--- src/rtl/i2cr_pkg.sv ---
package i2cr_pkg;

  localparam int FILO_WORDS = 4;
  localparam int BYTES_W    = 6;
  localparam logic [BYTES_W-1:0] READ_BYTES = BYTES_W'(2 * FILO_WORDS);

  localparam int CFG_IDX_W  = 2;
  localparam int CFG_DATA_W = 8;

  localparam logic [CFG_IDX_W-1:0] CFG_ADDRESS_BYTE = 2'd0;
  localparam logic [CFG_IDX_W-1:0] CFG_READ_MASK    = 2'd1;
  localparam logic [CFG_IDX_W-1:0] CFG_RETRY_LIMIT  = 2'd2;

  localparam int IN_DATA_W  = 8;
  localparam int OUT_DATA_W = 24;

  typedef enum logic [3:0] {
    PH_IDLE,
    PH_STOP1,
    PH_SSEL,
    PH_WA,
    PH_DELAY,
    PH_WP,
    PH_RSTART,
    PH_WR,
    PH_RD,
    PH_STOP2
  } phase_t;

  typedef struct packed {
    logic drv;
    logic sda;
    logic scl;
  } pin_t;

  typedef struct packed {
    logic [7:0] address_byte;
    logic [7:0] read_mask;
    logic [3:0] retry_limit;
  } cfg_t;

  typedef struct packed {
    pin_t        pins;
    logic        word_valid;
    logic [15:0] word_value;
    logic        word_last;
    logic        done_res;
    logic        status;
    logic        busy_res;
  } res_t;

endpackage

--- src/rtl/i2cr_core.sv ---
module i2cr_core (
  input  logic          clk,
  input  logic          rst_n,
  input  logic          step_en,
  input  logic          req_type,
  input  logic          sda_in,
  input  i2cr_pkg::cfg_t cfg,
  output i2cr_pkg::res_t res
);
  import i2cr_pkg::*;

  phase_t              phase_r, phase_nxt;
  logic [2:0]          step_r, step_nxt;
  logic [3:0]          bit_cnt_r, bit_cnt_nxt;
  logic [BYTES_W-1:0]  bytes_left_r, bytes_left_nxt;
  logic [3:0]          attempts_r, attempts_nxt;
  logic [7:0]          shift_r, shift_nxt;
  logic [7:0]          high_r, high_nxt;
  pin_t                pins_r, pins_nxt;

  phase_t              cur_ph;
  logic [2:0]          cur_step;
  logic [3:0]          cur_bc;
  logic                stop_end;
  logic                start_end;
  logic                byte_sent;
  logic                ack_tick;
  logic                ack_ok;
  logic                is_write;
  logic [7:0]          rd_shift;
  logic [BYTES_W-1:0]  bl_dec;
  logic                word_valid;
  logic                word_last;
  logic                done;
  logic                fail;

  // A request in idle starts the stop sequence on this same tick.
  always_comb begin
    if (phase_r == PH_IDLE && req_type) begin
      cur_ph   = PH_STOP1;
      cur_step = '0;
      cur_bc   = '0;
    end else begin
      cur_ph   = phase_r;
      cur_step = step_r;
      cur_bc   = bit_cnt_r;
    end
  end

  assign stop_end  = cur_step >= 3'd3;
  assign start_end = cur_step >= 3'd4;
  assign byte_sent = cur_bc >= 4'd8;
  assign ack_tick  = byte_sent && (cur_step != 3'd0);
  assign ack_ok    = !sda_in;
  assign is_write  = (cur_ph == PH_WA) || (cur_ph == PH_WP) || (cur_ph == PH_WR);
  assign rd_shift  = {shift_r[6:0], sda_in};
  assign bl_dec    = bytes_left_r - BYTES_W'(1);

  always_comb begin
    phase_nxt = cur_ph;
    unique case (cur_ph)
      PH_IDLE:   phase_nxt = PH_IDLE;
      PH_STOP1:  if (stop_end) phase_nxt = PH_SSEL;
      PH_SSEL:   if (start_end) phase_nxt = PH_WA;
      PH_DELAY:  phase_nxt = PH_SSEL;
      PH_RSTART: if (start_end) phase_nxt = PH_WR;
      PH_WA, PH_WP, PH_WR: begin
        if (ack_tick) begin
          if (ack_ok) begin
            if (cur_ph == PH_WA) begin
              phase_nxt = PH_WP;
            end else if (cur_ph == PH_WP) begin
              phase_nxt = PH_RSTART;
            end else begin
              phase_nxt = PH_RD;
            end
          end else if (cur_ph == PH_WA && attempts_r != 4'd0) begin
            phase_nxt = PH_DELAY;
          end else begin
            phase_nxt = PH_IDLE;
          end
        end
      end
      PH_RD: begin
        if (byte_sent && cur_step >= 3'd2 && bytes_left_r == '0) begin
          phase_nxt = PH_STOP2;
        end
      end
      PH_STOP2:  if (stop_end) phase_nxt = PH_IDLE;
      default:   phase_nxt = PH_IDLE;
    endcase
  end

  always_comb begin
    step_nxt       = cur_step;
    bit_cnt_nxt    = cur_bc;
    bytes_left_nxt = bytes_left_r;
    attempts_nxt   = attempts_r;
    shift_nxt      = shift_r;
    high_nxt       = high_r;
    pins_nxt       = pins_r;
    word_valid     = 1'b0;
    word_last      = 1'b0;
    done           = 1'b0;
    fail           = 1'b0;
    case (cur_ph)
      PH_STOP1, PH_STOP2: begin
        case (cur_step)
          3'd0: begin
            pins_nxt.scl = 1'b0;
            pins_nxt.drv = 1'b1;
          end
          3'd1:    pins_nxt.sda = 1'b0;
          3'd2:    pins_nxt.scl = 1'b1;
          default: pins_nxt.sda = 1'b1;
        endcase
        if (stop_end) begin
          step_nxt = '0;
          if (cur_ph == PH_STOP1) begin
            attempts_nxt = (cfg.retry_limit == 4'd0) ? 4'd0 : cfg.retry_limit - 4'd1;
          end else begin
            done = 1'b1;
          end
        end else begin
          step_nxt = cur_step + 3'd1;
        end
      end
      PH_SSEL, PH_RSTART: begin
        case (cur_step)
          3'd0: begin
            pins_nxt.scl = 1'b0;
            pins_nxt.drv = 1'b1;
          end
          3'd1:    pins_nxt.sda = 1'b1;
          3'd2:    pins_nxt.scl = 1'b1;
          3'd3:    pins_nxt.sda = 1'b0;
          default: pins_nxt.scl = 1'b0;
        endcase
        if (start_end) begin
          step_nxt    = '0;
          bit_cnt_nxt = '0;
          shift_nxt   = (cur_ph == PH_SSEL) ? cfg.address_byte
                                            : (cfg.address_byte | cfg.read_mask);
        end else begin
          step_nxt = cur_step + 3'd1;
        end
      end
      PH_DELAY: step_nxt = '0;
      PH_RD: begin
        if (!byte_sent) begin
          if (cur_step == 3'd0) begin
            pins_nxt.drv = 1'b0;
            pins_nxt.scl = 1'b1;
            step_nxt     = 3'd1;
          end else begin
            shift_nxt    = rd_shift;
            pins_nxt.scl = 1'b0;
            step_nxt     = '0;
            bit_cnt_nxt  = cur_bc + 4'd1;
            if (cur_bc == 4'd7) begin
              bytes_left_nxt = bl_dec;
              if (bl_dec[0]) begin
                high_nxt = rd_shift;
              end else begin
                word_valid = 1'b1;
                word_last  = (bl_dec == '0);
              end
            end
          end
        end else if (cur_step == 3'd0) begin
          pins_nxt.drv = 1'b1;
          pins_nxt.sda = (bytes_left_r == '0);
          step_nxt     = 3'd1;
        end else if (cur_step == 3'd1) begin
          pins_nxt.scl = 1'b1;
          step_nxt     = 3'd2;
        end else begin
          pins_nxt.scl = 1'b0;
          step_nxt     = '0;
          bit_cnt_nxt  = '0;
        end
      end
      default: begin
        if (is_write) begin
          if (!byte_sent) begin
            if (cur_step == 3'd0) begin
              pins_nxt.sda = shift_r[7];
              pins_nxt.drv = 1'b1;
              step_nxt     = 3'd1;
            end else if (cur_step == 3'd1) begin
              pins_nxt.scl = 1'b1;
              step_nxt     = 3'd2;
            end else begin
              pins_nxt.scl = 1'b0;
              shift_nxt    = {shift_r[6:0], 1'b0};
              bit_cnt_nxt  = cur_bc + 4'd1;
              step_nxt     = '0;
            end
          end else if (cur_step == 3'd0) begin
            pins_nxt.drv = 1'b0;
            pins_nxt.scl = 1'b1;
            step_nxt     = 3'd1;
          end else begin
            pins_nxt.scl = 1'b0;
            step_nxt     = '0;
            bit_cnt_nxt  = '0;
            if (ack_ok) begin
              if (cur_ph == PH_WA) begin
                shift_nxt = '0;
              end else if (cur_ph == PH_WR) begin
                bytes_left_nxt = READ_BYTES;
              end
            end else if (cur_ph == PH_WA && attempts_r != 4'd0) begin
              attempts_nxt = attempts_r - 4'd1;
            end else begin
              done = 1'b1;
              fail = 1'b1;
            end
          end
        end
      end
    endcase
  end

  always_comb begin
    res.pins       = pins_nxt;
    res.word_valid = word_valid;
    res.word_value = word_valid ? {high_r, rd_shift} : 16'd0;
    res.word_last  = word_last;
    res.done_res   = done;
    res.status     = fail;
    res.busy_res   = (phase_nxt != PH_IDLE);
  end

  always_ff @(posedge clk) begin
    if (!rst_n) begin
      phase_r      <= PH_IDLE;
      step_r       <= '0;
      bit_cnt_r    <= '0;
      bytes_left_r <= '0;
      attempts_r   <= '0;
      shift_r      <= '0;
      high_r       <= '0;
      pins_r       <= '{drv: 1'b1, sda: 1'b1, scl: 1'b1};
    end else if (step_en) begin
      phase_r      <= phase_nxt;
      step_r       <= step_nxt;
      bit_cnt_r    <= bit_cnt_nxt;
      bytes_left_r <= bytes_left_nxt;
      attempts_r   <= attempts_nxt;
      shift_r      <= shift_nxt;
      high_r       <= high_nxt;
      pins_r       <= pins_nxt;
    end
  end

endmodule

--- src/rtl/i2c_master_adc_word_reader.sv ---
// Pin-level I2C master that reads the result buffer of a converter.
// Every request on the in_ channel is one bus timing tick: in_tuser set starts a
// buffer read when the block is idle, and in_tdata carries the sampled SDA level.
// Every accepted request produces exactly one result on the out_ channel with
// the SCL, SDA and SDA drive levels after that tick's pin step, plus a word
// flag, the received word, a last-word mark, done, status and busy.
// The result of a request is registered and is in the output register in
// the cycle after acceptance. Throughput is one request per clock cycle while
// results are taken; the pin step logic is combinational, one step per request.
// A new request is taken while the previous result is being taken, so a
// receiver that takes every result keeps the block at full rate. When the
// receiver stalls, the result holds in the output register and in_tready
// drops until it is taken.
// The cfg_ port writes the device address, the read mask and the retry limit;
// write it only while no read is running.
// Reset is synchronous: the pins return to SCL high, SDA high and driven,
// the core and config registers to their defaults; the output register empties.
module i2c_master_adc_word_reader (
  input  logic                              clk,
  input  logic                              rst_n,
  input  logic                              in_tvalid,
  output logic                              in_tready,
  // [0] sda_in, [7:1] zero
  input  logic [i2cr_pkg::IN_DATA_W-1:0]    in_tdata,
  // [0] req_type
  input  logic                              in_tuser,
  output logic                              out_tvalid,
  input  logic                              out_tready,
  // [0] scl_level, [1] sda_level, [2] sda_drive_enable, [18:3] word_value,
  // [19] done_res, [20] status, [21] busy_res, [23:22] zero
  output logic [i2cr_pkg::OUT_DATA_W-1:0]   out_tdata,
  // [0] word_valid
  output logic                              out_tuser,
  output logic                              out_tlast,
  input  logic                              cfg_we,
  input  logic [i2cr_pkg::CFG_IDX_W-1:0]    cfg_addr,
  input  logic [i2cr_pkg::CFG_DATA_W-1:0]   cfg_wdata
);
  import i2cr_pkg::*;

  cfg_t  cfg_r;
  res_t  res;
  res_t  res_r;
  logic  out_valid_r;
  logic  accept;

  assign in_tready = !out_valid_r || out_tready;
  assign accept    = in_tvalid && in_tready;

  always_ff @(posedge clk) begin
    if (!rst_n) begin
      cfg_r.address_byte <= 8'h00;
      cfg_r.read_mask    <= 8'h01;
      cfg_r.retry_limit  <= 4'd3;
    end else if (cfg_we) begin
      unique case (cfg_addr)
        CFG_ADDRESS_BYTE: cfg_r.address_byte <= cfg_wdata;
        CFG_READ_MASK:    cfg_r.read_mask    <= cfg_wdata;
        CFG_RETRY_LIMIT:  cfg_r.retry_limit  <= cfg_wdata[3:0];
        default: ;
      endcase
    end
  end

  i2cr_core u_core (
    .clk      (clk),
    .rst_n    (rst_n),
    .step_en  (accept),
    .req_type (in_tuser),
    .sda_in   (in_tdata[0]),
    .cfg      (cfg_r),
    .res      (res)
  );

  always_ff @(posedge clk) begin
    if (!rst_n) begin
      out_valid_r <= 1'b0;
    end else if (accept) begin
      out_valid_r <= 1'b1;
    end else if (out_tready) begin
      out_valid_r <= 1'b0;
    end
  end

  always_ff @(posedge clk) begin
    if (accept) begin
      res_r <= res;
    end
  end

  assign out_tvalid = out_valid_r;
  assign out_tdata  = {2'b00, res_r.busy_res, res_r.status, res_r.done_res,
                       res_r.word_value, res_r.pins.drv, res_r.pins.sda, res_r.pins.scl};
  assign out_tuser  = res_r.word_valid;
  assign out_tlast  = res_r.word_last;

endmodule

--- config.mk ---
export PLATFORM = sky130hd
export DESIGN_NAME = i2c_master_adc_word_reader
export DESIGN_NICKNAME = d
export VERILOG_FILES = /design/src/rtl/i2cr_pkg.sv /design/src/rtl/i2cr_core.sv /design/src/rtl/i2c_master_adc_word_reader.sv
export SDC_FILE = /design/constraint.sdc
export NUM_CORES = 1
export LEC_CHECK = 0
export BUFFER_PORTS_ARGS = -buffer_cell sky130_fd_sc_hd__buf_2
export CORE_MARGIN = 8
export CORE_UTILIZATION = 30
export CTS_CLUSTER_DIAMETER = 150
export DETAILED_ROUTE_END_ITERATION = 10
export GPL_TIMING_DRIVEN = 0
export PLACE_DENSITY = 0.48
export SYNTH_ARGS = -nofsm -noshare
export SYNTH_HDL_FRONTEND = slang
export SYNTH_SLANG_ARGS = --single-unit
export TNS_END_PERCENT = 50
--- constraint.sdc ---
create_clock -name clk -period 3.2 [get_ports clk]
set_clock_uncertainty 0.2 [all_clocks]
set_input_delay 0.32 -clock clk [delete_from_list [all_inputs] [get_ports clk]]
set_output_delay 0.32 -clock clk [all_outputs]
set_load 0.01 [all_outputs]
Word level (Yosys, flattened, before mapping)
Cells that the tools add are included.
Widths: inputs -> output; s select.
{ "totals": {"regBits": 85, "inputBits": 24, "output_inout_bits": 28, "wordCells": 212} }
{ "classes": {"n_addsub": 5, "order_cmp": 4, "n_eq_ne": 28, "mux": 99, "bitwise": 8, "reduce_logical": 45} }
{ "ops": {"columns": ["cell", "n"], "rows": [
  ["$mux 4", 29],
  ["$mux 8", 11],
  ["$mux 6", 9],
  ["$pmux 4 s7", 1],
  ["$mux 3", 9],
  ["$mux 1", 26],
  ["$pmux 3 s4", 2],
  ["$pmux 8 s3", 1],
  ["$eq 4x3->1 const B", 5],
  ["$reduce_and 10->1", 2],
  ["$reduce_bool 2->1", 8],
  ["$logic_not 6->1", 2],
  ["$pmux 4 s3", 1],
  ["$pmux 6 s2", 1],
  ["$ne 2x1->1 const B", 5],
  ["$ne 2x2->1 const B", 5],
  ["$pmux 1 s2", 5],
  ["$reduce_or 5->1", 2],
  ["$reduce_and 9->1", 1],
  ["$eq 4x2->1 const B", 2],
  ["$eq 4x4->1 const B", 2],
  ["$logic_not 4->1", 2],
  ["$or 8x8->8", 1],
  ["$pmux 4 s2", 1],
  ["other kinds (29)", 56]
]} }

Logic depth before layout (Yosys ltp)
Gate-level depths: netlist of run 1.
{ "logic_depth": {"depth_word": 11, "depth_mapped": 14, "mapped_depth_nobuf": 13} }

Modules after synthesis
From an unflattened synthesis of run 1, not the netlist that was laid out.
{ "hier_totals": {"cells_unflattened": 595, "hier_area_um2": 5071.1} }
{ "modules_own_cells": {"columns": ["mod", "n_inst", "cells_each", "area_each_um2", "seq_area_each_um2"], "rows": [
  ["i2cr_core", 1, 485, 3483.3, 800.8],
  ["i2c_master_adc_word_reader", 1, 110, 1587.8, 1141.1]
]} }

Least setup slack after synthesis of run 1
Ideal clock, no wire load.
{ "synth_timing": {"path_kind": "register -> register", "startpoint": "register u_core.phase_r[0]", "endpoint": "register res_r, in the netlist out_tdata[21], data pin", "setup_time_ns": 0.272, "arrival_time_ns": 2.754, "required_time_ns": 2.728, "path_slack_ns": -0.026, "stages_incl_launch_ff": 14, "n_path_buf": 1, "period_less_slack_ns": 3.226, "path_cell_list": "dfxtp_1 buf_2 nor4_1 nand2_1 nand2_1 inv_1 ha_1 inv_1 ha_1 nor2_1 a41o_1 o21ai_0 a211oi_1 or4_1"} }
{ "synth_rtl": {"columns": ["item", "line_no", "rtl"], "rows": [
  ["start: declaration", "i2cr_core.sv:12", "phase_t phase_r, phase_nxt;"],
  ["start signal: assignment", "i2cr_core.sv:246", "phase_r <= phase_nxt;"],
  ["end signal: assignment", "i2c_master_adc_word_reader.sv:87", "res_r <= res;"],
  ["end: declaration", "i2c_master_adc_word_reader.sv:43", "res_t res_r;"]
]} }

==> flow_metrics.py, run 1 <==
metrics = {
    "clock_network": {
        "cts_buffers": 9,
        "path_clk_slew_ps": 70,
        "cts_tree": "built",
        "h-tree-depth": 3,
        "cts.sinks": 85,
        "cts_root_buf": "clkbuf_16",
        "clock_path_buffers": 2,
        "worstSkewPairLatency_ps": 350,
        "cts_hold_buf": 0,
    },
    "sta": {
        "finalCriticalPeriod_ps": 3100,
        "setup_viol": 0,
        "slew_headroom": 0.390,
        "fmax_mhz": 322,
        "period_share": 0.970,
        "layout_setup_ws_ps": 95.7,
        "hold_viol": 0,
        "rsz0062_at_grt": "yes",
        "worst_slew_pin_slew_ps": 908,
        "final-max-slew-violation-count": 0,
    },
    "placement": {
        "dp_slack_ps": -460,
        "hpwlAfterDp_um": 10100,
        "dp_cells": 794,
        "place.gp.congestion": 0.838,
        "placed_cell_area_um2": 5250,
        "io_buffers": 40,
    },
    "logic_synthesis": {
        "synthFlopType": "dfxtp_1",
        "synth_cells": 537,
        "yosys_register_bits": 85,
        "yosysSeqAreaShare": 0.407,
        "ys_async_sr_fraction": 0,
        "synth-warning-count": 0,
        "yosys.area.top_type": "dfxtp_1",
        "avgSynthCellArea_um2": 8.88,
        "synth_edf_count": 24,
        "mappedNetlistArea_um2": 4770,
        "ys_top_cells_by_area": "dfxtp_1, edfxtp_1, mux2i_1, nor2b_1, nand2_1",
        "netlist.area_leader.share": 0.256,
        "ys_types": 63,
    },
    "setup_path": {
        "critical_path_buf_inv_count": 2,
        "critPathKind": "flop to flop",
        "worst_setup_path_end_kind": "flop",
        "cpMaxStageDelayCell": "or4_1",
        "cpLargestDelayFamily": "simple AND/OR/NAND/NOR gates",
        "slowest_delay_ps": 490,
        "worstPathRequired_ps": 3080,
        "crit_chain": "buf_4, nor4_4, nand2_2, nand2_2, ha_1, nor2b_1, buf_1, nor4_1, o21ai_0, a21oi_1, or4_1",
        "cp_common_cell": "nand2_2",
        "cp.arrival_ps": 2980,
        "start_kind": "flop",
        "rrSetupSlack_ps": 100,
        "cp_max_fo": 10,
    },
    "floorplanning": {
        "die_width_um": 142,
        "start_util": 0.304,
        "core_um2": 15700,
        "dieArea_um2": 20200,
        "rows": 46,
        "ios": 52,
        "fp.dieH_um": 142,
    },
    "pwr": {
        "p_switching_w": 0.000813,
        "vdd_drop_max_v": 0.000272,
        "finalPower_w": 0.00268,
        "seqPwrFrac": 0.442,
        "power_density_nw_per_um2": 470,
        "sw_frac_of_total": 0.303,
        "p_comb_frac": 0.169,
        "p_leak_nw": 2.29,
        "clockPowerShare": 0.389,
        "p_int_w": 0.00187,
    },
    "final_layout": {
        "post-route-cell-area_um2": 5710,
        "layout-area-overhead-vs-synth_pct": 19.6,
        "post-route-util": 0.363,
        "drive_gt1_frac": 0.174,
        "insertedDiodeCount": 0,
        "nets": 636,
        "stdcell_count": 820,
    },
    "global_route": {
        "grtUsageTotal": 0.140,
        "grt_first_pass_wirelength_um": 22200,
        "grt_remaining_overflow": 0,
        "grt_pass1_vias": 4060,
        "grt_max_degree": 34,
        "antenna_found_initial": 0,
    },
    "route": {
        "vias_per_cell": 5.14,
        "vias": 4214,
        "wl_per_cell_um": 17.2,
        "firstDrtPassIters": 7,
        "drc": 0,
        "ant_nets": 0,
        "initialDrtViolationCount": 316,
        "routed_wl_um": 14100,
    },
    "hold_path": {
        "min_path_type": "primary input to flop",
    },
    "outcome": {
        "status": "completed",
    },
    "job": {
        "max-cap-violations": 0,
    },
}
per-stage QoR:
step	TNS (ps)	hold WS (ps)
2_1_floorplan	0	245
3_3_place_gp	-8600	262
3_5_place_dp	-9750	271
4_1_cts	0	29.8
5_1_grt	0	44.2
6_report	0	36.2
state kept, by name (all words and copies together) (netlist names):
signal	count
out_tdata	22
out_tuser	1
out_tlast	1
u_core.bytes_left_r	6
u_core.bit_cnt_r	4
cfg_r	20
u_core.shift_r	8
u_core.step_r	3
u_core.pins_r	3
out_tvalid	1
u_core.attempts_r	4
u_core.high_r	8
u_core.phase_r	4
power by group through the flow:
stage | sequential (W) | combinational [W] | clock, W
after floorplan | 0.00121 | 0.000283 | 0
after global placement | 0.00120 | 0.000425 | 0
after detailed placement | 0.00120 | 0.000430 | 0
after CTS | 0.00118 | 0.000447 | 0.00107
after global routing | 0.00119 | 0.000493 | 0.00112
final | 0.00118 | 0.000454 | 0.00104
worst paths after layout:
| kind | startpoint | end | cells after the start |
|---|---|---|---|
| min | in_tvalid | out_tvalid | 3 |
| max | u_core.phase_r[1] | out_tdata[21] | 11 |
| max reg2reg | u_core.phase_r[1] | out_tdata[21] | 11 |
| min reg2reg | cfg_r[4] | cfg_r[4] | 2 |
worst reg2reg max path: stages (launching register included):
cell	delay, ps
dfxtp_2	360
buf_4	190
nor4_4	250
nand2_2	160
nand2_2	140
ha_1	200
nor2b_1	130
buf_1	420
nor4_1	90
o21ai_0	100
a21oi_1	110
or4_1	490
Yosys cell counts (3+ instances only):
library cell and number:
dfxtp_1 61, nand2_1 57, nor2b_1 35, o21ai_0 34, mux2i_1 29, a21oi_1 28
clkbuf_1 25, edfxtp_1 24, nor2_1 23, and2_1 22, inv_1 18, nor3_1 15
ha_1 13, nand3_1 13, a21boi_0 10, o211a_1 10, o211ai_1 8, nand2b_1 7
nand3b_1 7, nor4_1 7, a31oi_1 6, nand4_1 6, a211oi_1 5, buf_2 5
or3_1 5, nor3b_1 4, a2bb2oi_1 3, a31o_2 3, a32o_1 3, o21ai_1 3
o31ai_1 3, or4_1 3
metal layers:
metal  global-route usage  vias to the layer above  wire length (um)
li1                     -                     2087                 -
met2                0.217                      151              6340
met3               0.0225                       21               772
met1                0.186                     1955              6690
met4               0.0684                        0               289
met5                    0                        -                 0
cells in the final DEF (no fill, tap or decap), types with 8 or more instances in the layout:
| cell | Yosys | layout |
|---|---|---|
| dfxtp_1 | 61 | 59 |
| nand2_1 | 57 | 54 |
| buf_2 | 5 | 44 |
| nor2b_1 | 35 | 35 |
| o21ai_0 | 34 | 33 |
| mux2i_1 | 29 | 29 |
| a21oi_1 | 28 | 28 |
| edfxtp_1 | 24 | 24 |
| nor2_1 | 23 | 23 |
| and2_1 | 22 | 22 |
| clkbuf_1 | 25 | 20 |
| inv_1 | 18 | 16 |
| nor3_1 | 15 | 14 |
| buf_4 | 2 | 14 |
| nand3_1 | 13 | 13 |
| ha_1 | 13 | 11 |
| o211a_1 | 10 | 10 |
| a21boi_0 | 10 | 9 |
| clkbuf_16 | 0 | 9 |
| o211ai_1 | 8 | 8 |
what timing repair did:
item | 4_1_cts | 5_1_grt
endpoints found under the setup margin | 45 | 23
resized for setup | 13 | 16
pin swaps | 3 | 7
cloned | 0 | 0
setup buffers | 3 | 8
layout make-up:
cell class                      count  area, um^2
Fill cell                        1606       10000
Multi-Input combinational cell    398        2680
Sequential cell                    85        1940
Timing Repair Buffer               51         283
Tap cell                          216         270
Clock buffer                        9         225
Buffer                             35         166
Inverter                           19        71.3
Clock inverter                      7        68.8
kinds of logic (layout without fill, tap and decap cells):
| logic type | Yosys count | in the layout | share of synthesized area |
|---|---|---|---|
| and+or+nand+nor | 214 | 214 | 0.243 |
| AOI/OAI and AO/OA | 140 | 140 | 0.205 |
| DFF | 85 | 85 | 0.407 |
| buffers and inverters | 55 | 121 | 0.0493 |
| muxes | 29 | 29 | 0.0608 |
| adders and majority gates | 13 | 13 | 0.0341 |
| other | 1 | 2 | 0.000786 |
(Power assumes the default switching activity.)
==> inputs of run 2 (changes only) <==
--- a/config.mk
+++ b/config.mk
@@ -6,12 +6,14 @@
 export NUM_CORES = 1
 export LEC_CHECK = 0
 export BUFFER_PORTS_ARGS = -buffer_cell sky130_fd_sc_hd__buf_2
+export CELL_PAD_IN_SITES_DETAIL_PLACEMENT = 1
+export CELL_PAD_IN_SITES_GLOBAL_PLACEMENT = 1
 export CORE_MARGIN = 8
 export CORE_UTILIZATION = 30
 export CTS_CLUSTER_DIAMETER = 150
 export DETAILED_ROUTE_END_ITERATION = 10
 export GPL_TIMING_DRIVEN = 0
-export PLACE_DENSITY = 0.48
+export PLACE_DENSITY = 0.59
 export SYNTH_ARGS = -nofsm -noshare
 export SYNTH_HDL_FRONTEND = slang
 export SYNTH_SLANG_ARGS = --single-unit
==> constraint.sdc (replaced) <==
create_clock -name clk -period 3.2 [get_ports clk]
set_clock_uncertainty 0.2 [all_clocks]
set_input_delay 0.64 -clock clk [delete_from_list [all_inputs] [get_ports clk]]
set_output_delay 0.64 -clock clk [all_outputs]
set_load 0.01 [all_outputs]
==> run 2 against run 1 <==
Effect of this change: largest power group unchanged; global-route usage increased by 1.7 points; die area is the same; sequential share of layout area is essentially flat; sequential power about the same; utilization rose by 0.064 points.
==> flow_metrics.py, run 2 (synthesis results as in run 1) <==
metrics = {
    "clock_network": {
        "h-tree-depth": 3,
        "cts_root_buf": "clkbuf_16",
        "clock_path_buffers": 2,
        "cts_tree": "built",
        "worstSkewPairLatency_ps": 350,
        "cts.sinks": 85,
        "path_clk_slew_ps": 60,
        "cts_buffers": 9,
    },
    "route": {
        "met1_length_um": 7430,
        "firstDrtPassIters": 4,
        "initialDrtViolationCount": 247,
        "vias_per_cell": 5.25,
        "wl_met2_um": 7020,
        "top_layer": "met4",
        "routed_wl_um": 15400,
        "wl_met3_um": 631,
        "drc": 0,
        "ant_nets": 0,
        "wl_per_cell_um": 18.8,
        "vias": 4288,
    },
    "placement": {
        "dp_slack_ps": -576,
        "hpwlAfterDp_um": 11200,
        "dp_cells": 794,
        "io_buffers": 40,
        "place.gp.congestion": 0.862,
    },
    "sta": {
        "setup_viol": 0,
        "fmax_mhz": 319,
        "slew_headroom": 0.328,
        "finalCriticalPeriod_ps": 3140,
        "layout_setup_ws_ps": 64.8,
        "fin_setup_tns_ps": 0,
        "hold_viol": 0,
        "final-max-slew-violation-count": 0,
        "worst_slew_pin_slew_ps": 1000,
        "period_share": 0.980,
    },
    "floorplanning": {
        "ios": 52,
        "fp.dieH_um": 142,
        "core_um2": 15700,
        "dieArea_um2": 20200,
        "rows": 46,
        "start_util": 0.304,
        "die_width_um": 142,
    },
    "setup_path": {
        "cp_max_fo": 10,
        "cp.arrival_ps": 3010,
        "critPathKind": "flop to flop",
        "worst_setup_path_end_kind": "flop",
        "worstPathRequired_ps": 3080,
        "start_kind": "flop",
    },
    "pwr": {
        "sw_frac_of_total": 0.301,
        "power_density_nw_per_um2": 466,
        "p_int_w": 0.00186,
        "finalPower_w": 0.00266,
        "p_switching_w": 0.000801,
        "vdd_drop_max_v": 0.000234,
        "seqPwrFrac": 0.444,
        "p_comb_frac": 0.176,
        "p_leak_nw": 2.30,
        "clockPowerShare": 0.380,
    },
    "final_layout": {
        "stdcell_count": 817,
        "insertedDiodeCount": 0,
        "layout_commonest_cell": "dfxtp_1",
        "layout-area-overhead-vs-synth_pct": 19.8,
        "num-fill-cells": 1838,
        "layout_common_cells": "dfxtp_1, nand2_1, buf_2, nor2b_1, o21ai_0",
        "drive_gt1_frac": 0.183,
        "largest_reg_flops": 22,
        "nets": 633,
    },
    "outcome": {
        "status": "completed",
    },
    "global_route": {
        "grt_first_pass_wirelength_um": 24900,
        "grtUsageTotal": 0.157,
        "grt_max_degree": 34,
        "grt_remaining_overflow": 0,
        "antenna_found_initial": 0,
        "grt_pass1_vias": 4535,
    },
    "job": {
        "max-cap-violations": 0,
    },
    "hold_path": {
        "min_path_type": "flop to flop",
    },
}
-- run 2: final cells by class --
type | count | area, um^2 | area share
Tap cell | 216 | 270 | 0.0473
Timing Repair Buffer | 47 | 253 | 0.0442
Buffer | 36 | 193 | 0.0337
Clock buffer | 9 | 225 | 0.0394
Clock inverter | 7 | 53.8 | 0.00941
Inverter | 19 | 71.3 | 0.0125
Multi-Input combinational cell | 398 | 2700 | 0.472
Sequential cell | 85 | 1950 | 0.341
-- run 2: through the flow --
| step | utilization | instance area [um^2] | hold WS [ps] |
|---|---|---|---|
| CTS | 0.356 | 5590 | 285 |
| detailed placement | 0.334 | 5250 | 277 |
| global placement | 0.334 | 5250 | 261 |
| floorplan | - | 4780 | 245 |
| global route | 0.364 | 5720 | 323 |
| finish | 0.364 | 5720 | 292 |
-- run 2: repair_timing --
item                                    CTS  global route
pin swaps                                 2             8
endpoints found under the setup margin   51            38
endpoints found under the hold margin     0             0
setup buffers                             1             6
resized for setup                        15            28
hold buffers                              0             0
-- run 2: worst paths after layout --
check / from / end / slack [ps] / depth (start not counted)
worst max-delay path: u_core.phase_r[3] / out_tdata[21] / 60 / 9
worst min-delay path: u_core.bytes_left_r[1] / u_core.bytes_left_r[1] / 290 / 2
worst max register to register: u_core.phase_r[3] / out_tdata[21] / 60 / 9
worst min register to register: u_core.bytes_left_r[1] / u_core.bytes_left_r[1] / 290 / 2
-- run 2: power groups by stage --
stage	clock network (W)	registers [W]	logic, W
floorplan	0	0.00121	0.000283
finish	0.00101	0.00118	0.000470
detailed placement	0	0.00120	0.000439
global placement	0	0.00120	0.000428
global route	0.00108	0.00119	0.000516
CTS	0.00104	0.00118	0.000453
-- run 2: worst max-delay path: stages (launching register included) --
cell and delay, ps:
dfxtp_1 310, buf_6 140, or4_4 590, o21ai_4 380, ha_4 240, nor2_1 50
a41o_1 210, o21ai_2 120, a211oi_2 90, or4_1 540
-- run 2: layer usage --
| layer | vias to the layer above | GRT usage |
|---|---|---|
| met5 | - | 0 |
| met4 | 0 | 0.0678 |
| met3 | 16 | 0.0305 |
| met2 | 82 | 0.246 |
| met1 | 2124 | 0.207 |
| li1 | 2066 | - |
